===== src/rtl/core/pglc_pkg.sv =====
// ----------------------------------------------------------------------------
// pglc_pkg: shared types and constants for the pinch gesture level control
// Gesture mode codes, level limits, config indexes, result layout and the
// command/status bundles between the sequencer and the datapath.
// ----------------------------------------------------------------------------
package pglc_pkg;

  // gesture mode codes
  localparam logic [2:0] MODE_IDLE     = 3'd0;
  localparam logic [2:0] MODE_REL_BRT  = 3'd1;
  localparam logic [2:0] MODE_ADJ_BRT  = 3'd2;
  localparam logic [2:0] MODE_REL_COL  = 3'd3;
  localparam logic [2:0] MODE_ADJ_COL  = 3'd4;
  localparam logic [2:0] MODE_END_REL  = 3'd5;

  localparam logic [3:0] LEVEL_MAX     = 4'd10;
  localparam logic [3:0] BRT_RESET     = 4'd5;
  localparam logic [3:0] COL_RESET     = 4'd0;

  // config register indexes
  localparam int unsigned CFG_ADDR_W   = 2;
  localparam int unsigned CFG_DATA_W   = 13;
  localparam logic [CFG_ADDR_W-1:0] CFG_THRESHOLD = 2'd0;
  localparam logic [CFG_ADDR_W-1:0] CFG_WIDTH     = 2'd1;
  localparam logic [CFG_ADDR_W-1:0] CFG_MARGIN    = 2'd2;
  localparam logic [CFG_ADDR_W-1:0] CFG_STEP      = 2'd3;

  localparam int unsigned THR_W        = 12;
  localparam int unsigned WIDTH_W      = 13;
  localparam int unsigned MARGIN_W     = 12;
  localparam int unsigned STEP_W       = 12;

  localparam logic [THR_W-1:0]    THR_RESET    = 12'd30;
  localparam logic [WIDTH_W-1:0]  WIDTH_RESET  = 13'd640;
  localparam logic [MARGIN_W-1:0] MARGIN_RESET = 12'd40;
  localparam logic [STEP_W-1:0]   STEP_RESET   = 12'd40;

  // result beat: brightness[3:0], color[7:4], mode[10:8], pinch[11], pad
  localparam int unsigned OUT_W        = 16;
  localparam int unsigned OUT_PAD      = 4;

  typedef struct packed {
    logic load_in;   // capture coordinates
    logic sq_x;      // acc = dx*dx
    logic sq_y;      // acc += dy*dy
    logic cmp;       // pinch = acc < thr*thr
    logic decide;    // mode update, divider init
    logic div_step;  // one subtract step / level writeback
    logic load_out;  // move result into output register
  } pglc_cmd_t;

  typedef struct packed {
    logic need_level;
    logic div_done;
    logic out_free;
  } pglc_status_t;

endpackage


===== src/rtl/core/pglc_ctrl.sv =====
// ----------------------------------------------------------------------------
// pglc_ctrl: frame sequencer
// Walks each accepted frame through square, compare, decide, divide (when
// a level update is needed) and output steps of the datapath.
// ----------------------------------------------------------------------------
module pglc_ctrl import pglc_pkg::*; (
  input  logic         clk,
  input  logic         rst_n,
  input  logic         in_fire,
  output logic         in_ready,
  input  pglc_status_t sts,
  output pglc_cmd_t    cmd
);

  localparam logic [2:0] S_IDLE   = 3'd0;
  localparam logic [2:0] S_SQX    = 3'd1;
  localparam logic [2:0] S_SQY    = 3'd2;
  localparam logic [2:0] S_CMP    = 3'd3;
  localparam logic [2:0] S_DECIDE = 3'd4;
  localparam logic [2:0] S_DIV    = 3'd5;
  localparam logic [2:0] S_OUT    = 3'd6;

  logic [2:0] state_r, state_nxt;

  assign in_ready = (state_r == S_IDLE);

  always_comb begin
    state_nxt = state_r;
    cmd       = '0;
    case (state_r)
      S_IDLE: begin
        cmd.load_in = in_fire;
        if (in_fire) state_nxt = S_SQX;
      end
      S_SQX: begin
        cmd.sq_x  = 1'b1;
        state_nxt = S_SQY;
      end
      S_SQY: begin
        cmd.sq_y  = 1'b1;
        state_nxt = S_CMP;
      end
      S_CMP: begin
        cmd.cmp   = 1'b1;
        state_nxt = S_DECIDE;
      end
      S_DECIDE: begin
        cmd.decide = 1'b1;
        state_nxt  = sts.need_level ? S_DIV : S_OUT;
      end
      S_DIV: begin
        cmd.div_step = 1'b1;
        if (sts.div_done) state_nxt = S_OUT;
      end
      S_OUT: begin
        cmd.load_out = sts.out_free;
        if (sts.out_free) state_nxt = S_IDLE;
      end
      default: state_nxt = S_IDLE;
    endcase
  end

  always_ff @(posedge clk) begin
    if (!rst_n) begin
      state_r <= S_IDLE;
    end else begin
      state_r <= state_nxt;
    end
  end

endmodule


===== src/rtl/core/pglc_dp.sv =====
// ----------------------------------------------------------------------------
// pglc_dp: datapath
// Config registers, shared squarer, pinch compare, gesture mode register,
// repeated-subtraction level divider and the output register.
// ----------------------------------------------------------------------------
module pglc_dp import pglc_pkg::*; #(
  parameter int COORD_BITS = 12
) (
  input  logic                  clk,
  input  logic                  rst_n,
  // config writes
  input  logic                  cfg_we,
  input  logic [CFG_ADDR_W-1:0] cfg_addr,
  input  logic [CFG_DATA_W-1:0] cfg_data,
  // frame coordinates
  input  logic [COORD_BITS-1:0] thumb_x,
  input  logic [COORD_BITS-1:0] thumb_y,
  input  logic [COORD_BITS-1:0] index_x,
  input  logic [COORD_BITS-1:0] index_y,
  // sequencer
  input  pglc_cmd_t             cmd,
  output pglc_status_t          sts,
  // result
  output logic                  out_valid,
  input  logic                  out_ready,
  output logic [OUT_W-1:0]      out_data
);

  localparam int MUL_W = (COORD_BITS > THR_W) ? COORD_BITS : THR_W;
  localparam int ACC_W = 2 * MUL_W + 1;
  localparam int REM_W = (COORD_BITS > MARGIN_W) ? COORD_BITS : MARGIN_W;

  logic [THR_W-1:0]      thr_r;
  logic [WIDTH_W-1:0]    width_r;
  logic [MARGIN_W-1:0]   margin_r;
  logic [STEP_W-1:0]     step_r;

  logic [COORD_BITS-1:0] tx_r, ty_r, ix_r, iy_r;
  logic [ACC_W-1:0]      acc_r;
  logic                  pinch_r;
  logic [2:0]            mode_r, mode_nxt;
  logic [3:0]            bright_r, color_r;
  logic                  tgt_col_r;
  logic [REM_W-1:0]      rem_r;
  logic [3:0]            q_r;
  logic                  out_valid_r;
  logic [OUT_W-1:0]      out_data_r;

  logic [COORD_BITS-1:0] dx, dy;
  logic [MUL_W-1:0]      mul_op;
  logic [2*MUL_W-1:0]    mul_p;
  logic [MUL_W-1:0]      half_w;
  logic [REM_W-1:0]      step_eff;
  logic [REM_W-1:0]      rem_init;
  logic [3:0]            level;
  logic                  adjusting;

  // config
  always_ff @(posedge clk) begin
    if (!rst_n) begin
      thr_r    <= THR_RESET;
      width_r  <= WIDTH_RESET;
      margin_r <= MARGIN_RESET;
      step_r   <= STEP_RESET;
    end else if (cfg_we) begin
      case (cfg_addr)
        CFG_THRESHOLD: thr_r    <= cfg_data[THR_W-1:0];
        CFG_WIDTH:     width_r  <= cfg_data[WIDTH_W-1:0];
        CFG_MARGIN:    margin_r <= cfg_data[MARGIN_W-1:0];
        CFG_STEP:      step_r   <= cfg_data[STEP_W-1:0];
        default:       ;
      endcase
    end
  end

  // shared squarer
  assign dx = (tx_r >= ix_r) ? (tx_r - ix_r) : (ix_r - tx_r);
  assign dy = (ty_r >= iy_r) ? (ty_r - iy_r) : (iy_r - ty_r);

  always_comb begin
    if (cmd.sq_x)      mul_op = MUL_W'(dx);
    else if (cmd.sq_y) mul_op = MUL_W'(dy);
    else               mul_op = MUL_W'(thr_r);
  end

  assign mul_p = mul_op * mul_op;

  // mode transition
  assign half_w    = MUL_W'(width_r[WIDTH_W-1:1]);
  assign adjusting = (mode_r == MODE_ADJ_BRT) || (mode_r == MODE_ADJ_COL);

  always_comb begin
    mode_nxt = mode_r;
    case (mode_r)
      MODE_IDLE: begin
        if (pinch_r) mode_nxt = (MUL_W'(tx_r) < half_w) ? MODE_REL_BRT : MODE_REL_COL;
      end
      MODE_REL_BRT: if (!pinch_r) mode_nxt = MODE_ADJ_BRT;
      MODE_REL_COL: if (!pinch_r) mode_nxt = MODE_ADJ_COL;
      MODE_ADJ_BRT: if (pinch_r)  mode_nxt = MODE_END_REL;
      MODE_ADJ_COL: if (pinch_r)  mode_nxt = MODE_END_REL;
      MODE_END_REL: if (!pinch_r) mode_nxt = MODE_IDLE;
      default:      mode_nxt = MODE_IDLE;
    endcase
  end

  // level divider: one subtract per cycle, quotient saturates at the level span
  assign step_eff = (step_r == '0) ? REM_W'(1) : REM_W'(step_r);
  assign rem_init = (REM_W'(iy_r) > REM_W'(margin_r)) ?
                    (REM_W'(iy_r) - REM_W'(margin_r)) : '0;
  assign level    = LEVEL_MAX - q_r;

  assign sts.need_level = adjusting && !pinch_r;
  assign sts.div_done   = (rem_r < step_eff) || (q_r == LEVEL_MAX);
  assign sts.out_free   = !out_valid_r || out_ready;

  always_ff @(posedge clk) begin
    if (cmd.load_in) begin
      tx_r <= thumb_x;
      ty_r <= thumb_y;
      ix_r <= index_x;
      iy_r <= index_y;
    end
    if (cmd.sq_x) acc_r <= ACC_W'(mul_p);
    if (cmd.sq_y) acc_r <= acc_r + ACC_W'(mul_p);
    if (cmd.cmp)  pinch_r <= (acc_r < ACC_W'(mul_p));
    if (cmd.decide) begin
      rem_r     <= rem_init;
      q_r       <= '0;
      tgt_col_r <= (mode_r == MODE_ADJ_COL);
    end else if (cmd.div_step && !sts.div_done) begin
      rem_r <= rem_r - step_eff;
      q_r   <= q_r + 4'd1;
    end
  end

  always_ff @(posedge clk) begin
    if (!rst_n) begin
      mode_r   <= MODE_IDLE;
      bright_r <= BRT_RESET;
      color_r  <= COL_RESET;
    end else begin
      if (cmd.decide) mode_r <= mode_nxt;
      if (cmd.div_step && sts.div_done) begin
        if (tgt_col_r) color_r  <= level;
        else           bright_r <= level;
      end
    end
  end

  // output register
  always_ff @(posedge clk) begin
    if (!rst_n) begin
      out_valid_r <= 1'b0;
    end else if (cmd.load_out) begin
      out_valid_r <= 1'b1;
    end else if (out_ready) begin
      out_valid_r <= 1'b0;
    end
  end

  always_ff @(posedge clk) begin
    if (cmd.load_out) out_data_r <= {{OUT_PAD{1'b0}}, pinch_r, mode_r, color_r, bright_r};
  end

  assign out_valid = out_valid_r;
  assign out_data  = out_data_r;

endmodule


===== src/rtl/core/pinch_gesture_level_control_unit.sv =====
// ----------------------------------------------------------------------------
// pinch_gesture_level_control_unit: pinch gesture level control, top level
// Detects thumb/index pinches per frame and steps a six-mode gesture machine
// that selects and sets a brightness or color level (0..10).
// ----------------------------------------------------------------------------
//
//  channel | dir  | beat contents (low bits first)
//  --------+------+----------------------------------------------------------
//  in_     | in   | thumb_x, thumb_y, index_x, index_y (COORD_BITS each)
//  out_    | out  | brightness_level[3:0], color_level[3:0],
//          |      | gesture_mode[2:0], pinch_seen, 4 zero bits
//  cfg_    | in   | cfg_addr selects register, cfg_data carries its value
//
//  Frames: one at a time; divide steps run only when a level update is
//  needed, one subtract per unit of quotient in the repeated-subtraction
//  divider, at most 11 steps. The squarer serves dx, dy and thr in turn.
//  Reset: rst_n low for one clock clears mode, levels (brightness 5,
//  color 0) and config to defaults. cfg_ready is always high.
//  Stalls: a result waits in the output register while out_tready is low;
//  the next frame is still accepted and held at its output step.
//
module pinch_gesture_level_control_unit import pglc_pkg::*; #(
  parameter int COORD_BITS = 12
) (
  input  logic                             clk,
  input  logic                             rst_n,
  // frame input, low bits first: thumb_x, thumb_y, index_x, index_y, pad
  input  logic                             in_tvalid,
  output logic                             in_tready,
  input  logic [((4*COORD_BITS+7)/8)*8-1:0] in_tdata,
  // result, low bits first: brightness_level, color_level, gesture_mode,
  // pinch_seen, pad
  output logic                             out_tvalid,
  input  logic                             out_tready,
  output logic [OUT_W-1:0]                 out_tdata,
  // config writes
  input  logic                             cfg_valid,
  output logic                             cfg_ready,
  input  logic [CFG_ADDR_W-1:0]            cfg_addr,
  input  logic [CFG_DATA_W-1:0]            cfg_data
);

  pglc_cmd_t    cmd;
  pglc_status_t sts;
  logic         in_fire;

  assign cfg_ready = 1'b1;
  assign in_fire   = in_tvalid && in_tready;

  pglc_ctrl u_ctrl (
    .clk      (clk),
    .rst_n    (rst_n),
    .in_fire  (in_fire),
    .in_ready (in_tready),
    .sts      (sts),
    .cmd      (cmd)
  );

  pglc_dp #(
    .COORD_BITS (COORD_BITS)
  ) u_dp (
    .clk       (clk),
    .rst_n     (rst_n),
    .cfg_we    (cfg_valid && cfg_ready),
    .cfg_addr  (cfg_addr),
    .cfg_data  (cfg_data),
    .thumb_x   (in_tdata[COORD_BITS-1:0]),
    .thumb_y   (in_tdata[2*COORD_BITS-1:COORD_BITS]),
    .index_x   (in_tdata[3*COORD_BITS-1:2*COORD_BITS]),
    .index_y   (in_tdata[4*COORD_BITS-1:3*COORD_BITS]),
    .cmd       (cmd),
    .sts       (sts),
    .out_valid (out_tvalid),
    .out_ready (out_tready),
    .out_data  (out_tdata)
  );

endmodule


===== config.mk =====
export PLATFORM = sky130hd
export DESIGN_NAME = pinch_gesture_level_control_unit
export DESIGN_NICKNAME = d
export VERILOG_FILES = /design/src/rtl/core/pglc_pkg.sv /design/src/rtl/core/pglc_ctrl.sv /design/src/rtl/core/pglc_dp.sv /design/src/rtl/core/pinch_gesture_level_control_unit.sv
export SDC_FILE = /design/constraint.sdc
export NUM_CORES = 1
export LEC_CHECK = 0
export ABC_CLOCK_PERIOD_IN_PS = 8780
export BUFFER_PORTS_ARGS = -buffer_cell sky130_fd_sc_hd__buf_2
export CORE_MARGIN = 2
export CORE_UTILIZATION = 57
export DETAILED_ROUTE_END_ITERATION = 10
export PLACE_DENSITY = 0.75
export REMOVE_ABC_BUFFERS = 1
export SYNTH_ARGS = -nofsm -noshare
export SYNTH_HDL_FRONTEND = slang
export SYNTH_SLANG_ARGS = --single-unit

===== constraint.sdc =====
create_clock -name clk -period 8.78 [get_ports clk]
set_input_delay 0.878 -clock clk [delete_from_list [all_inputs] [get_ports clk]]
set_output_delay 0.878 -clock clk [all_outputs]
set_load 0.005 [all_outputs]

---- Yosys cells after proc, flatten, opt, wreduce, memory -nomap -nowiden ----
Index checks and enable logic that the tools add are counted.
storage, ports and cells
  register bits ........................... 167
  bits in latches ......................... 0
  bits in writable memories ............... 0
  ROM bits ................................ 0
  bits of input ports ..................... 68
  logic and storage cells ................. 116
  memories kept ........................... 0
cells by class
  add/sub/neg operators ................... 9
  $mul .................................... 1
  div/mod/pow operators ................... 0
  magnitude comparators ................... 6
  equality and inequality tests ........... 23
  shift operators ......................... 0
  multiplexer cells ....................... 31
  bitwise logic cells ..................... 1
  reduce and logical (&&, ||, !) cells .... 26
operators by type and width
  kind                                                                    count
  12-bit two-way mux                                                      8
  12-bit subtractor                                                       6
  25-bit two-way mux                                                      2
  25-bit by 24-bit adder with 25-bit output                               1
  25-bit by 24-bit less-than comparator with 1-bit output                 1
  12-bit greater-or-equal comparator                                      2
  12-bit less-than comparator                                             2
  12-bit by 12-bit multiplier with 24-bit output                          1
  3-bit two-way mux                                                       8
  3-bit one-hot mux with 7 select lines                                   1
  3-bit equality test (second input constant)                             5
  3-bit one-hot mux with 5 select lines                                   1
  3-bit by 2-bit equality test with 1-bit output (second input constant)  4
  12-bit > comparator                                                     1
  12-bit logical NOT                                                      1
  2-bit AND reduction                                                     6
  2-bit by 1-bit != test with 1-bit output (second input constant)        5
  1-bit two-way mux                                                       9
  3-bit by 1-bit equality test with 1-bit output (second input constant)  2
  3-bit logical NOT                                                       2
  2-bit != test (second input constant)                                   3
  6-bit AND reduction                                                     1
  2-bit nonzero test                                                      3
  4-bit by 1-bit adder with 4-bit output (second input constant)          1
  12 further kinds                                                        21

---- Depth between registers and ports, before layout ----
Gate-level depths: netlist of the first run.
  depth after elaboration ................. 8
  mapped depth ............................ 47
  gate-level depth less buffers ........... 45

---- Modules after synthesis ----
From an unflattened synthesis of the first run, not the netlist that was laid out.
second synthesis, totals
  cells, all modules ...................... 1766
  area total of the unflattened synthesis .. 15635.0 µm²
modules (own cells, without submodules)
  module                            instances  cells an instance  area each (µm²)  seq. area each (µm²)
  pglc_dp                           1          1735               15412.3          4254.1
  pglc_ctrl                         1          28                 205.2            60.1
  pinch_gesture_level_control_unit  1          3                  17.5             0.0

---- Least setup slack after synthesis of the first run ----
No wires, ideal clock.
  kind .................................... register to register
  from .................................... register u_dp.ty_r[0]
  to ...................................... register u_dp.acc_r[23], data pin
  setup time .............................. 0.255 ns
  arrival ................................. 9.172 ns
  path slack .............................. -0.647 ns
  cell stages (with the launch flop) ...... 46
  clock period less this slack ............ 9.427 ns
  cells stage by stage .................... edfxtp_1 inv_1 ha_1 inv_1 fa_1 nand3_1 a311oi_2 a211oi_4 mux2_2 a221oi_2 xor2_1 nor2_1 a21oi_1 a21oi_4 inv_2 or2_1 fa_1 inv_1 (+10 left out) nor2_1 o41ai_2 o21ai_0 o21ai_0 nand2b_1 xnor2_1 inv_1 ha_1 clkbuf_1 nand4_1 or4_1 or3_1 a31oi_1 o21ai_0 nand2b_1 xnor2_1 nor2_1 a31o_1
between the ends
  cells in the longest elaborated chain, start to end .. 7
  elaborated cells between the ends (all ways) .. 10
  classes of those cells .................. 3 x add/sub; 1 x mul; 1 x order compare; 5 x mux
ends and longest elaborated chain
  what                                                                             line                            RTL
  start, declared                                                                  pglc_dp.sv:38                   logic [COORD_BITS-1:0] tx_r, ty_r, ix_r, iy_r;
  start signal, assigned                                                           pglc_dp.sv:120                  ty_r <= thumb_y;
  12-bit subtractor or 12-bit greater-or-equal comparator (tied branches)          pglc_dp.sv:78                   assign dy = (ty_r >= iy_r) ? (ty_r - iy_r) : (iy_r - ty_r);
  12-bit two-way mux (*)                                                           pglc_dp.sv:78
  12-bit two-way mux (*)                                                           pglc_dp.sv:82                   else if (cmd.sq_y) mul_op = MUL_W'(dy);
  12-bit two-way mux (*)                                                           pglc_dp.sv:81                   if (cmd.sq_x) mul_op = MUL_W'(dx);
  12-bit by 12-bit multiplier with 24-bit output (*)                               pglc_dp.sv:86                   assign mul_p = mul_op * mul_op;
  25-bit by 24-bit adder with 25-bit output or 25-bit two-way mux (tied branches)  pglc_dp.sv:125, pglc_dp.sv:124
  25-bit two-way mux (*)                                                           pglc_dp.sv:125                  if (cmd.sq_y) acc_r <= acc_r + ACC_W'(mul_p);
  end signal, assigned                                                             pglc_dp.sv:124                  if (cmd.sq_x) acc_r <= ACC_W'(mul_p);
  end signal, assigned                                                             pglc_dp.sv:125
  end, declared                                                                    pglc_dp.sv:39                   logic [ACC_W-1:0] acc_r;
Mark *: on every way between the ends. The rest lies on a longest branch, timed or not. The select of a mux whose other input is x is not followed.
A chain may end at the register's enable or synchronous reset.

---- Final worst setup path of the first run ----
  from .................................... register u_dp.tx_r[0]
  to ...................................... register u_dp.acc_r[23], data pin
between the ends
  cells in the longest elaborated chain, start to end .. 6
  elaborated cells between the ends (all ways) .. 9
  classes of those cells .................. 3 x add/sub; 1 x mul; 1 x order compare; 4 x mux
ends and longest elaborated chain
  what                                                                             line                            RTL
  start, declared                                                                  pglc_dp.sv:38
  start signal, assigned                                                           pglc_dp.sv:119                  tx_r <= thumb_x;
  12-bit subtractor or 12-bit greater-or-equal comparator (tied branches)          pglc_dp.sv:77                   assign dx = (tx_r >= ix_r) ? (tx_r - ix_r) : (ix_r - tx_r);
  12-bit two-way mux (*)                                                           pglc_dp.sv:77
  12-bit two-way mux (*)                                                           pglc_dp.sv:81
  12-bit by 12-bit multiplier with 24-bit output (*)                               pglc_dp.sv:86
  25-bit by 24-bit adder with 25-bit output or 25-bit two-way mux (tied branches)  pglc_dp.sv:125, pglc_dp.sv:124
  25-bit two-way mux (*)                                                           pglc_dp.sv:125
Marks and branches as above.

==> results of run 1 <==
-- cell usage in the layout (no fill, tap or decap), types with 15 or more instances in the layout --
cell type  count
inv_2         15
a21oi_1       82
o21ai_0       62
dfxtp_1       67
edfxtp_1      99
nor3_1        27
nand2_1      191
buf_4        307
xnor2_1       41
o21ai_1       17
nand3_1       26
xor2_1        32
o211ai_1      16
ha_1         172
nand2b_1      23
clkbuf_16     17
a21oi_2       16
nor2_1        86
a21o_1        44
buf_2         82
fa_1          81
inv_1        249
mux2i_1       16
a21boi_0      42
-- cell families after synthesis --
logic type / count (synthesis) / share of synthesized area (%)
xor gates and xnor gates: 82 / 4.56
buffers and inverters: 335 / 8.56
adders and majority gates: 275 / 26.0
other: 2 / 0.0476
AOI/OAI and AO/OA: 411 / 17.7
DFF: 166 / 27.4
and+or+nand+nor: 472 / 13.9
muxes: 25 / 1.76
-- metrics by stage --
stage | setup slack [ns] | utilization [%] | TNS, ns | area (um2)
6_report | -0.695 | 74.1 | -4.53 | 20000
5_1_grt | -1.08 | 74.1 | -8.68 | 20000
4_1_cts | -0.495 | 72.4 | -2.43 | 19600
3_5_place_dp | -1.05 | 68.1 | -7.27 | 18400
3_3_place_gp | -0.601 | 68.1 | -3.76 | 18400
2_1_floorplan | -1.23 | - | -7.51 | 15400
-- final timing paths --
path,start,to,slack [ns],depth (start not counted)
max,u_dp.tx_r[0],u_dp.acc_r[23],-0.70,42
min,u_dp.color_r[3],u_dp.out_data[7],0.43,0
max reg2reg,u_dp.tx_r[0],u_dp.acc_r[23],-0.70,42
min reg2reg,u_dp.color_r[3],u_dp.out_data[7],0.43,0
-- timing repair --
item | in CTS | in global routing
gates resized for setup | 94 | 64
pin swaps | 65 | 39
setup endpoints to repair | 13 | 13
gates cloned | 0 | 1
buffers inserted | 17 | 18
-- state kept, by name, summed over array words and instances, names as in the netlist --
signal / count
u_dp.rem_r: 12
u_dp.ix_r: 12
u_dp.color_r: 4
u_dp.mode_r: 3
u_dp.pinch_r: 1
u_dp.q_r: 4
u_dp.bright_r: 4
u_dp.step_r: 12
u_dp.out_data: 12
u_dp.thr_r: 12
u_dp.width_r: 12
u_dp.tgt_col_r: 1
u_dp.tx_r: 12
u_dp.out_valid: 1
u_dp.margin_r: 12
u_dp.acc_r: 25
u_ctrl.state_r: 3
u_dp.iy_r: 12
u_dp.ty_r: 12
-- worst max-delay path: cells and delay by family (launching register included) --
| family | cells | cell delay [ns] |
|---|---|---|
| buffers and inverters | 8 | 0.86 |
| adders and majority gates | 9 | 3.18 |
| DFF | 1 | 0.41 |
| AOI/OAI and AO/OA | 12 | 2.06 |
| xor gates and xnor gates | 3 | 0.59 |
| and+or+nand+nor | 10 | 2.17 |
-- synthesized netlist by cell type (all sizes together) (4+ instances only) --
library cell	count	area, um2
a211oi	16	138
a21boi	42	315
a21o	44	330
a21oi	100	527
a221o	4	40.0
a221oi	6	58.8
a2bb2oi	5	43.8
a31o	5	43.8
a31oi	17	121
and2	13	86.3
and3	7	43.8
and4	4	35.0
buf	32	211
clkbuf	35	131
dfxtp	67	1340
edfxtp	99	2970
fa	88	1760
ha	187	2340
inv	266	998
mux2	6	75.1
mux2i	19	203
nand2	198	746
nand2b	24	150
nand3	32	160
nand3b	4	30.0
nand4	13	81.3
nor2	99	384
nor2b	14	87.6
nor3	33	170
nor3b	6	50.1
nor4	6	37.5
o211ai	17	133
o21a	9	67.6
o21ai	80	400
o21bai	16	131
o22ai	10	62.6
o31ai	7	52.6
or2	7	43.8
or3	8	55.1
xnor2	47	412
xor2	35	307
-- routing by layer --
metal / GRT usage, % / vias to the layer above / routed length [um]
met5: 0 / - / 13
met4: 13.5 / 2 / 2070
met3: 4.77 / 162 / 2580
met2: 54.6 / 555 / 22900
met1: 35.2 / 6842 / 17600
li1: - / 6724 / -
-- area by class of cell --
cell class	count	area, um2	share of cell area, %
Timing Repair Buffer	401	2860	14.3
Sequential cell	166	4310	21.5
Inverter	268	1010	5.05
Clock inverter	15	180	0.899
Multi-Input combinational cell	1270	10800	54.0
Clock buffer	17	425	2.12
Tap cell	341	427	2.13
==> impl_results.md, run 1 <==
* Max stage delay on crit path at 0.54 ns
* Io pins at 87
* Layout cells sized above 1 at 27.7%
* WS Path Type: flop to flop
* Slowest-stage cell, CP: fa_1
* Die Y at 170 um
* Final Hold Viols at 0
* Total number of vias at 14300
* Hold WS at 0.431 ns
* Critical Path Most Common Cell: nor2_1
* Routed WL at 45.2 mm
* HPWL after DPL at 33.0 mm
* H-tree levels at 4
* Main synth FF type: edfxtp_1
* Post-synthesis cell area at 15800 um2
* Critical path required time at around 9.0 ns
* CTS Buffer Depth at 2
* Non-Filler Instances at about 2500
* FF+latch count, synth at about 170
* Placed cell count at 2411
* RSZ-0062 raised after global routing: true
* Clock skew at 0.0184 ns
* Clk Tree Root Cell: clkbuf_16
* Hold_buf cts at 0
* Yosys warns at 0
* Clock Latency Late Sink at 0.45 ns
* Setup crit start kind: flop
* Endpoint class of the critical path: flop
* # diodes at 0
* Critical Path AT at 9.69 ns
* Worst-path maximum fanout at 7
* Fmax at 106 MHz
* Post-route minimum period at 9.48 ns
* Per-cell routed wire length at 18.2 um
* Layout Nets at about 2500
* Final setup viols at 11
* Rows at 60
* Die area at 29000 um2
* Initial Util at between 50% and 60%
* Synth cell types at 93
* Initial drt markers at 1143
* Mean Syn Cell Area at 8.92 um2
* CTS clock-pin slew for the worst setup and hold paths at around 0.09 ns
* Async SR Flop Fraction at 0%
* Failing checks: setup timing
* EDFF count, synth at roughly 100
* Post-Synthesis Cells at 1768
* Die Span X at around 170 um
* CTS tree: built
* Clk sinks at 166
* Tcrit/Tclk final at 108%
* Final Max Slew Viols at 0
* Status: finished, violations left
* First-pass GRT wire length at about 69 mm
* Antenna Nets Post-Route at 0
* Initial DRT Pass Iterations at 6
* Worst-Margin Slew at 1.16 ns
* Port Buf Inserts at 81
* Sequential fraction of the synthesis area at a little over a quarter
* Drt drc at 0
* Final WS setup at -0.695 ns
* Vias per cell at 5.76
* All-Layer GR Usage at 30.2%
* Vias in the first global route at approximately 14000
* CTS Buf Count at 17
* GR Overflow Total at 0
* Max-Cap Viols at 0
* Largest net degree at the start of global routing at 69
* Core area at 27000 um2
* Initial antenna violation count at 1
* GPL Wtd Cong at about 0.97
* Fillers at between 1500 and 2000
* Area growth syn-to-layout at 27.1%
* Worst Hold Class: flop to flop
* Rel. slew slack at 22.4%
Power of run 1 is left out: the tool's default activity adds up to more than one toggle a clock period on the data nets, which glitch-free logic cannot reach.
==> run 2, diff against run 1 <==
- ABC_AREA: unset -> 1
- PLACE_DENSITY: 0.75 -> 0.85
- SYNTH_HIERARCHICAL: unset -> 1
==> impl_results.md, run 2 <==
* Status: finished, final reports clean
* # diodes at 0 (unchanged)
* Rows at 61 (+1.7%)
* Worst-Margin Slew at 0.954 ns (-0.211 ns)
* Initial antenna violation count at 0 (-1)
* All-Layer GR Usage at 28.6% (-1.5 points)
* Post-layout util at 64.9% (-9.3 points)
* Register area at 4310 um2 (unchanged)
* Max stage delay on crit path at 0.55 ns (about the same)
* EDFF count, synth at 99 (unchanged)
* Clock Latency Late Sink at 0.44 ns (about the same)
* Yosys warns at 6 (+6)
* Most common cell in the netlist: nand2_1
* Clk Tree Root Cell: clkbuf_16
* Drt drc at 0 (unchanged)
* Biggest register: u_dp/acc_r
* Most frequent cells in the layout: inv_1 (382), nand2_1 (377), ha_1 (169)
* Slowest-stage cell, CP: fa_1
* Yosys top cell by area: edfxtp_1
* Fmax at 118 MHz (+12%)
* Initial drt markers at 1349 (+18%)
* Fillers at 2304 (+22%)
* Hold WS at 0.427 ns (-0.00425 ns)
* Top cells by area, synth: edfxtp_1 (18%), ha_1 (14%), fa_1 (11%)
* Rel. slew slack at 36.4% (+14 points)
* CTS Buf Count at 17 (unchanged)
* CTS tree: built
* Synth cell types at 59 (-37%)
* Vias in the first global route at 14400 (+1.7%)
* Mean Syn Cell Area at 7.77 um2 (-13%)
* CTS Buffer Depth at 2 (unchanged)
* Core area at 28000 um2 (+3.6%)
* Multi-input gate area at 10500 um2 (-3.2%)
* Port Buf Inserts at 81 (unchanged)
* WS Path Type: flop to flop
* Worst Hold Class: flop to flop
* CTS clock-pin slew for the worst setup and hold paths at 0.06 ns (-0.03 ns)
* Async SR Flop Fraction at 0% (unchanged)
* Routed WL at 42.8 mm (-5.4%)
* Post-synthesis cell area at 16300 um2 (+3.4%)
* Critical Path AT at 8.66 ns (-1.03 ns)
* Layout Nets at 2552 (+3.4%)
* Commonest non-fill, non-tap cell in the layout: inv_1
* Die area at 30000 um2 (+3.4%)
* Final Max Slew Viols at 0 (unchanged)
* GPL Wtd Cong at 0.966 (-0.59%)
* Hold_buf cts at 0 (unchanged)
* Per-cell routed wire length at 16.4 um (-9.8%)
* Clock skew at 0.0123 ns (-0.00610 ns)
* Area growth syn-to-layout at 11.5%
* Tcrit/Tclk final at 96.4% (-12 points)
* First-pass GRT wire length at 69.6 mm (+0.43%)
* Layout cells sized above 1 at 14.5% (-13 points)
* Post-route minimum period at 8.46 ns (-1.01 ns)
* Yosys top cell area share at 18.2% (-0.63 points)
* Initial Util at 58.2% (-0.11 points)
* Final Hold Viols at 0 (unchanged)
* Initial DRT Pass Iterations at 7 (+1)
* Worst-path maximum fanout at 8 (+1)
* Synth cell count leaders: nand2_1 (388), inv_1 (383), ha_1 (187)
* FF+latch count, synth at 166 (unchanged)
* Post-Synthesis Cells at 2099 (+19%)
* Pre-CTS setup slack at -0.0713 ns (+0.982 ns)
* Antenna Nets Post-Route at 0 (unchanged)
* Die Span X at 173 um (+1.7%)
* Critical path required time at 8.97 ns (-0.02 ns)
* Setup crit start kind: flop
* Critical Path Most Common Cell: fa_1
* Largest net degree at the start of global routing at 59 (-14%)
* Main synth FF type: edfxtp_1
* Sequential fraction of the synthesis area at 26.5% (-0.91 points)
* Die Y at 173 um (+1.7%)
* HPWL after DPL at 33.9 mm (+2.8%)
* Clk sinks at 166 (unchanged)
* Total number of vias at 14600 (+2.0%)
* Io pins at 87 (unchanged)
* Max-Cap Viols at 0 (unchanged)
* GR Overflow Total at 0 (unchanged)
* H-tree levels at 4 (unchanged)
* Number of flip-flops in the largest register at 25 (unchanged)
* Final WS setup at 0.316 ns (+1.01 ns)
* Endpoint class of the critical path: flop
* Vias per cell at 5.60 (-2.8%)
* Final setup viols at 0 (-11)
run 2: cell count changes after synthesis, moves of 37 or more:
cell | before | now
nand2_1 | 197 | 388
inv_1 | 263 | 383
a21oi_1 | 95 | 167
nor2_1 | 96 | 161
nand3_1 | 32 | 90
o21ai_0 | 72 | 121
a21boi_0 | 42 | 5
run 2: stage by stage:
step / instances / instance area [um2] / setup TNS [ns]
detailed placement: 2557 / 17300 / -0.0713
finish: 2600 / 18200 / 0
CTS: 2589 / 17800 / 0
global route: 2600 / 18200 / -0.120
global placement: 2557 / 17300 / 0
floorplan: 2056 / 16000 / -0.263
run 2: layer usage:
layer / wire [um] / part of all wire [%] / GRT usage [%] / up-vias
li1: - / - / - / 6986
met2: 20300 / 47 / 49.3 / 644
met3: 2620 / 6.1 / 4.18 / 140
met1: 17700 / 42 / 35.4 / 6799
met4: 2090 / 4.9 / 13.5 / 0
met5: 0 / 0 / 0 / -
run 2: cells by family (layout without fill, tap and decap cells):
logic type / Yosys count / in the layout / synth area share, %
other: 2 / 5 / 0.0461
AND/OR/NAND/NOR: 762 / 762 / 20.9
AO/OA/AOI/OAI: 386 / 386 / 13.4
flip-flops: 166 / 166 / 26.5
XOR/XNOR: 56 / 56 / 3.01
adder cells (fa/ha/maj): 275 / 275 / 25.2
buffers and inverters: 452 / 572 / 11.1
run 2: what timing repair did:
item / 4_1_cts / 5_1_grt
gates resized for setup: 4 / 73
pin swaps: 0 / 14
setup buffers: 0 / 11
setup endpoints to repair: 3 / 9
run 2: path summary, 6_finish.rpt:
| check | startpoint | endpoint | slack [ns] | cells after the start |
|---|---|---|---|---|
| worst min-delay path | u_dp/color_r[0] | u_dp/out_data[4] | 0.43 | 0 |
| worst max register to register | u_dp/tx_r[11] | u_dp/acc_r[21] | 0.32 | 39 |
| worst min register to register | u_dp/color_r[0] | u_dp/out_data[4] | 0.43 | 0 |
| worst max-delay path | u_dp/tx_r[11] | u_dp/acc_r[21] | 0.32 | 39 |
run 2: cell type report:
class / instances / share of cell area (%)
Sequential cell: 166 / 23.7
Tap cell: 378 / 2.60
Clock buffer: 23 / 2.46
Inverter: 406 / 8.45
Clock inverter: 9 / 0.654
Multi-Input combinational cell: 1484 / 57.7
Timing Repair Buffer: 134 / 4.43
run 2: critical path: cells and delay by family (launching register included):
kind / cells / cell delay [ns]
adder cells (fa/ha/maj): 8 / 3.72
AO/OA/AOI/OAI: 10 / 1.54
AND/OR/NAND/NOR: 13 / 1.51
buffers and inverters: 7 / 0.72
flip-flops: 1 / 0.49
XOR/XNOR: 1 / 0.21
Power of run 2 is left out for the same reason.
